**config.mk**
```make
export PLATFORM = sky130hd
export DESIGN_NAME = wsm_cell
export DESIGN_NICKNAME = d
export VERILOG_FILES = /design/src/rtl/wsm_pkg.sv /design/src/rtl/wsm_cell.sv
export SDC_FILE = /design/constraint.sdc
export NUM_CORES = 2
export LEC_CHECK = 0
export BUFFER_PORTS_ARGS = -buffer_cell sky130_fd_sc_hd__buf_2
export CAP_MARGIN = 20
export CORE_MARGIN = 2
export CORE_UTILIZATION = 60
export CTS_BUF_LIST = sky130_fd_sc_hd__clkbuf_4 sky130_fd_sc_hd__clkbuf_8
export CTS_CLUSTER_DIAMETER = 30
export CTS_CLUSTER_SIZE = 25
export DETAILED_ROUTE_END_ITERATION = 12
export PLACE_DENSITY = 0.75
export RECOVER_POWER = 25
export SYNTH_ARGS = -nofsm -noshare
export SYNTH_HDL_FRONTEND = slang
export SYNTH_SLANG_ARGS = --single-unit
export TNS_END_PERCENT = 50
```
**constraint.sdc**
```tcl
create_clock -name clk -period 15.23 [get_ports clk]
set_clock_uncertainty 0.2 [all_clocks]
set_input_delay 2.2845 -clock clk [delete_from_list [all_inputs] [get_ports clk]]
set_output_delay 2.2845 -clock clk [all_outputs]
set_load 0.01 [all_outputs]
```
**src/rtl/wsm_pkg.sv**
```systemverilog
`default_nettype none
package wsm_pkg;

  parameter int MAX_INNER_DEF = 64;
  parameter int MAX_COLS_DEF  = 64;

  localparam int DIM_LIMIT = 1024;
  localparam int KIDX_W    = 8;   // wide enough for MAX_INNER up to 256
  localparam int ACC_W     = 38;

  localparam logic OP_WRITE  = 1'b0;
  localparam logic OP_STREAM = 1'b1;

  localparam logic [1:0] REG_ROWS_M      = 2'd0;
  localparam logic [1:0] REG_INNER_K     = 2'd1;
  localparam logic [1:0] REG_COLS_N      = 2'd2;
  localparam logic [1:0] REG_BATCH_COUNT = 2'd3;

  typedef struct packed {
    logic               command;
    logic [5:0]         inner_index;
    logic [5:0]         column_index;
    logic signed [15:0] operand_value;
  } op_t;

  typedef struct packed {
    logic signed [37:0] product_sum;
    logic [9:0]         out_row;
    logic [5:0]         out_column;
    logic               last_of_row;
    logic               last_of_batch;
  } out_t;

  // Request moving down the cell chain.
  typedef struct packed {
    logic               valid;
    logic               write;
    logic               last;
    logic [KIDX_W-1:0]  k;
    logic [5:0]         col;
    logic signed [15:0] value;
  } tok_t;

  // Finished column sum moving back toward cell 0.
  typedef struct packed {
    logic               valid;
    logic signed [37:0] sum;
  } link_t;

endpackage
`default_nettype wire

```
**src/rtl/wsm_cell.sv**
```systemverilog
`default_nettype none
module wsm_cell #(
  parameter int MAX_INNER = wsm_pkg::MAX_INNER_DEF,
  parameter int MAX_COLS  = wsm_pkg::MAX_COLS_DEF,
  parameter int COL       = 0
) (
  input  wire logic          clk,
  input  wire logic          rst,
  input  wire logic [6:0]    ncols,
  input  wire wsm_pkg::tok_t tok_in,
  output wsm_pkg::tok_t      tok_out,
  input  wire wsm_pkg::link_t res_in,
  output wsm_pkg::link_t     res_out
);

  localparam int KW = (MAX_INNER > 1) ? $clog2(MAX_INNER) : 1;

  logic signed [15:0] wmem [MAX_INNER];
  logic signed [15:0] wdata;
  logic signed [15:0] a1;
  logic               act1, last1;
  logic signed [31:0] prod;
  logic               act2, last2;
  logic signed [37:0] acc;
  logic signed [37:0] sum;
  logic [KW-1:0]      addr;
  logic               mine;
  logic               use_col;
  logic               emit;

  assign addr    = tok_in.k[KW-1:0];
  assign mine    = ({1'b0, tok_in.col} == 7'(COL)) && (COL < MAX_COLS);
  assign use_col = 7'(COL) < ncols;
  assign sum     = acc + {{6{prod[31]}}, prod};
  assign emit    = act2 && last2 && use_col;

  // Weight column of this cell.
  always_ff @(posedge clk) begin
    if (tok_in.valid && tok_in.write && mine) begin
      wmem[addr] <= tok_in.value;
    end
    if (tok_in.valid && !tok_in.write) begin
      wdata <= wmem[addr];
    end
    a1   <= tok_in.value;
    prod <= wdata * a1;
  end

  always_ff @(posedge clk) begin
    if (rst) begin
      tok_out.valid <= 1'b0;
      act1          <= 1'b0;
      act2          <= 1'b0;
      res_out.valid <= 1'b0;
      acc           <= '0;
    end else begin
      tok_out.valid <= tok_in.valid;
      act1          <= tok_in.valid && !tok_in.write;
      act2          <= act1;
      res_out.valid <= emit || res_in.valid;
      if (act2) begin
        if (last2) begin
          acc <= '0;
        end else if (use_col) begin
          acc <= sum;
        end
      end
    end
  end

  always_ff @(posedge clk) begin
    tok_out.write <= tok_in.write;
    tok_out.last  <= tok_in.last;
    tok_out.k     <= tok_in.k;
    tok_out.col   <= tok_in.col;
    tok_out.value <= tok_in.value;
    last1         <= tok_in.last;
    last2         <= last1;
    res_out.sum   <= emit ? sum : res_in.sum;
  end

endmodule
`default_nettype wire

```
==> results.py <==
metrics = {
    "status": {
        "outcome": "finished, violations left",
        "violations": "max-capacitance violations, max-slew violations",
    },
    "layout": {
        "final.fill_count": 5996,
        "layout-drive-gt1-share_pct": 14.49,
        "areaGrowthSynthToFinish_pct": 12.75,
        "layout.nets": 4486,
        "final_core_util_pct": 68.29,
    },
    "placed_design": {
        "place_congestion": 0.8975,
        "port_buffers": 152,
        "post_place_setup_slack_ns": 8.483,
        "dp_hpwl_mm": 83.34,
    },
    "synthesis": {
        "synthTopCellsByArea": "edfxtp_1 58%, fa_1 9.8%, dfxtp_1 5.4%",
        "synthTopCellsByCount": "1040 x edfxtp_1, 328 x a22oi_1, 325 x inv_1, 263 x fa_1, 230 x nand2_1",
        "synth_top_family_by_area": "adder cells",
        "synth_ff_type": "edfxtp_1",
        "synth_cells": 3768,
        "yosysTopAreaCellShare_pct": 58.35,
        "ys_types": 80,
        "seq_area_frac_synth_pct": 63.77,
        "post-synth-top-area-cell": "edfxtp_1",
        "netlist_area_um2": 53520,
        "synth-xor-area-share_pct": 0.9748,
        "postSynthNetCount": 4231,
        "synth_seq_cells": 1185,
        "synthMostInstantiatedCell": "edfxtp_1",
        "synth_edf_count": 1040,
        "synth.mux.area_fraction_pct": 0.1052,
        "yosys.area_share.adder_pct": 12.62,
        "post_synth_and_or_nand_nor_area_fraction_pct": 6.580,
        "synth_compound_area_share_pct": 12.25,
        "async_flop_share_pct": 0,
        "syn_area_per_cell_um2": 14.20,
        "ys.warnings.count": 0,
    },
    "global_routing": {
        "grt_max_degree": 104,
        "overflow": 0,
        "global_route_wire_length_before_repair_mm": 207.6,
        "initial_antenna_violation_count": 2,
        "first_global_vias": 34139,
        "grt_usage_pct": 30.73,
    },
    "clock_tree": {
        "post_cts_sizing_count": 0,
        "tritoncts": "built",
        "clockBufferDepth": 3,
        "cts-buffers-inserted": 192,
        "cts-htree-levels": 4,
        "cts.root.buffer_cell": "clkbuf_8",
        "postCtsSetupBuffers": 0,
        "clock_insertion_delay_worst_skew_ns": 0.92,
        "clock_sinks": 1185,
        "cts_hold_buffers": 0,
        "cts.reportedPaths.clkPinSlew_ns": 0.06,
    },
    "sta": {
        "setup_tns_ns": 0,
        "final_hold_viol_count": 0,
        "final_period_minus_worst_setup_slack_ns": 6.846,
        "period_share_pct": 44.95,
        "grt_setup_unrepaired": "no",
        "max_clock_freq_mhz": 146.1,
        "setup_viol": 0,
        "worst_slew_margin_rel_pct": -143.3,
        "worst-slew-pin-transition_ns": 3.649,
        "count_of_final_max_slew_check_failures": 1063,
        "final.hold.worst_slack_ns": 0.1516,
        "worst_slack_ns": 8.384,
    },
    "min_path": {
        "worst_hold_path_type": "reg -> reg",
    },
    "setup_path": {
        "crit_required_ns": 15.74,
        "data_arrival_time_at_the_worst_slack_endpoint_ns": 7.35,
        "cp-end-kind": "register",
        "critPathKind": "reg -> reg",
        "crit_path_start_kind": "register",
        "path_max_fanout": 17,
    },
    "power_and_ir_drop": {
        "power.ir.vdd_worst_mv": 0.3793,
        "power.static_leakage_nw": 21.95,
        "p_per_area_nw_per_um2": 172.1,
    },
    "die": {
        "row_count": 109,
        "core_region_area_um2": 88370,
        "dieHeight_um": 302.7,
        "x_dimension_of_the_die_um": 302.7,
        "top_level_ports": 153,
        "initial_core_util_pct": 60.56,
        "die_area_um2": 91610,
    },
    "flow_run": {
        "cap_viol_max_count": 17,
    },
    "routing": {
        "postRouteWirelength_mm": 138.9,
        "route.antenna.remaining_nets": 0,
        "route.detailed.wl_per_inst_um": 25.92,
        "drt_iter0_drc": 3983,
        "vias_per_cell": 6.326,
        "drtPass1Iterations": 6,
        "post-route-drc-count": 0,
        "vias": 33887,
    },
}
state kept, by name, indices dropped and copies added, names as in the netlist:
signal,count
prod,32
act2,1
wmem,1024
last1,1
res_out,39
acc,38
wdata,16
last2,1
tok_out,32
act1,1
area by class of cell:
class / count / area, um2 / area share (%)
antenna: 3 / 7.507 / 0.01244
clock buffer: 218 / 2882 / 4.775
clock inverter: 142 / 1594 / 2.641
inverter: 325 / 1220 / 2.021
multi-input combinational: 2060 / 17480 / 28.96
sequential: 1185 / 34130 / 56.56
tap: 1165 / 1458 / 2.415
timing repair buffer: 259 / 1579 / 2.617
per-stage QoR:
stage	area, um2	power [mW]	cells
finish	60350	10.39	5357
global route	60350	11.01	5356
CTS	60380	10.43	5352
detailed placement	55910	7.339	4992
global placement	55900	7.226	4991
floorplan	53520	6.413	3768
cell usage in the layout, fill, tap and decap left out, drive strengths merged, types with 16 or more instances in the layout:
master | Yosys | layout
edfxtp | 1040 | 1040
inv | 325 | 354
a22oi | 328 | 328
fa | 263 | 263
clkbuf | 165 | 246
buf | 33 | 231
nand2 | 230 | 230
dfxtp | 145 | 145
nor2 | 133 | 133
and2 | 133 | 133
ha | 119 | 119
a21oi | 103 | 103
a221oi | 97 | 97
a22o | 94 | 94
a31oi | 94 | 94
o21ai | 79 | 79
clkinv | 0 | 75
nand4 | 52 | 52
nand3 | 41 | 41
xnor2 | 40 | 40
nor2b | 30 | 30
a21o | 26 | 26
bufinv | 0 | 22
xor2 | 17 | 17
clkinvlp | 0 | 16
worst max-delay path: stages (launching register included):
cell and delay [ns]:
dfxtp_1 0.78, nand2_1 0.21, inv_1 0.12, fa_1 0.53, fa_1 0.81, fa_1 0.52
fa_1 0.51, fa_1 0.49, inv_1 0.05, fa_1 0.47, inv_1 0.04, ha_1 0.35
and3_1 0.23, nor2b_1 0.13, a211oi_1 0.22, o21ai_1 0.14, a31oi_1 0.41, nor2_1 0.10
or3_1 0.36
kinds of logic after synthesis:
group,Yosys count
flops,1185
mux,5
fa+ha+maj,382
simple gates,710
buf+inv,523
compound gates,905
xor+xnor,58
metal layers:
metal	up-vias	GRT usage (%)	share of wire (%)
li1	14634	-	-
met4	2	15.19	4.6
met3	333	5.678	10
met5	-	0	0.0050
met1	16890	39.64	37
met2	2028	50.64	49
where the power goes:
part | leakage [nW] | internal (mW) | switching (mW)
clock | 2.26 | 1.71 | 1.40
sequential | 10.6 | 3.65 | 0.0686
combinational | 9.12 | 1.49 | 2.07
worst paths after layout:
path                                  from  endpoint  cells after the start  slack (ns)
worst min-delay path                 last1     last2                      0        0.15
worst min register to register       last1     last2                      0        0.15
worst max-delay path            tok_out[2]  prod[31]                     18        8.38
worst max register to register  tok_out[2]  prod[31]                     18        8.38
No activity file was read; power rests on OpenSTA's default activity.
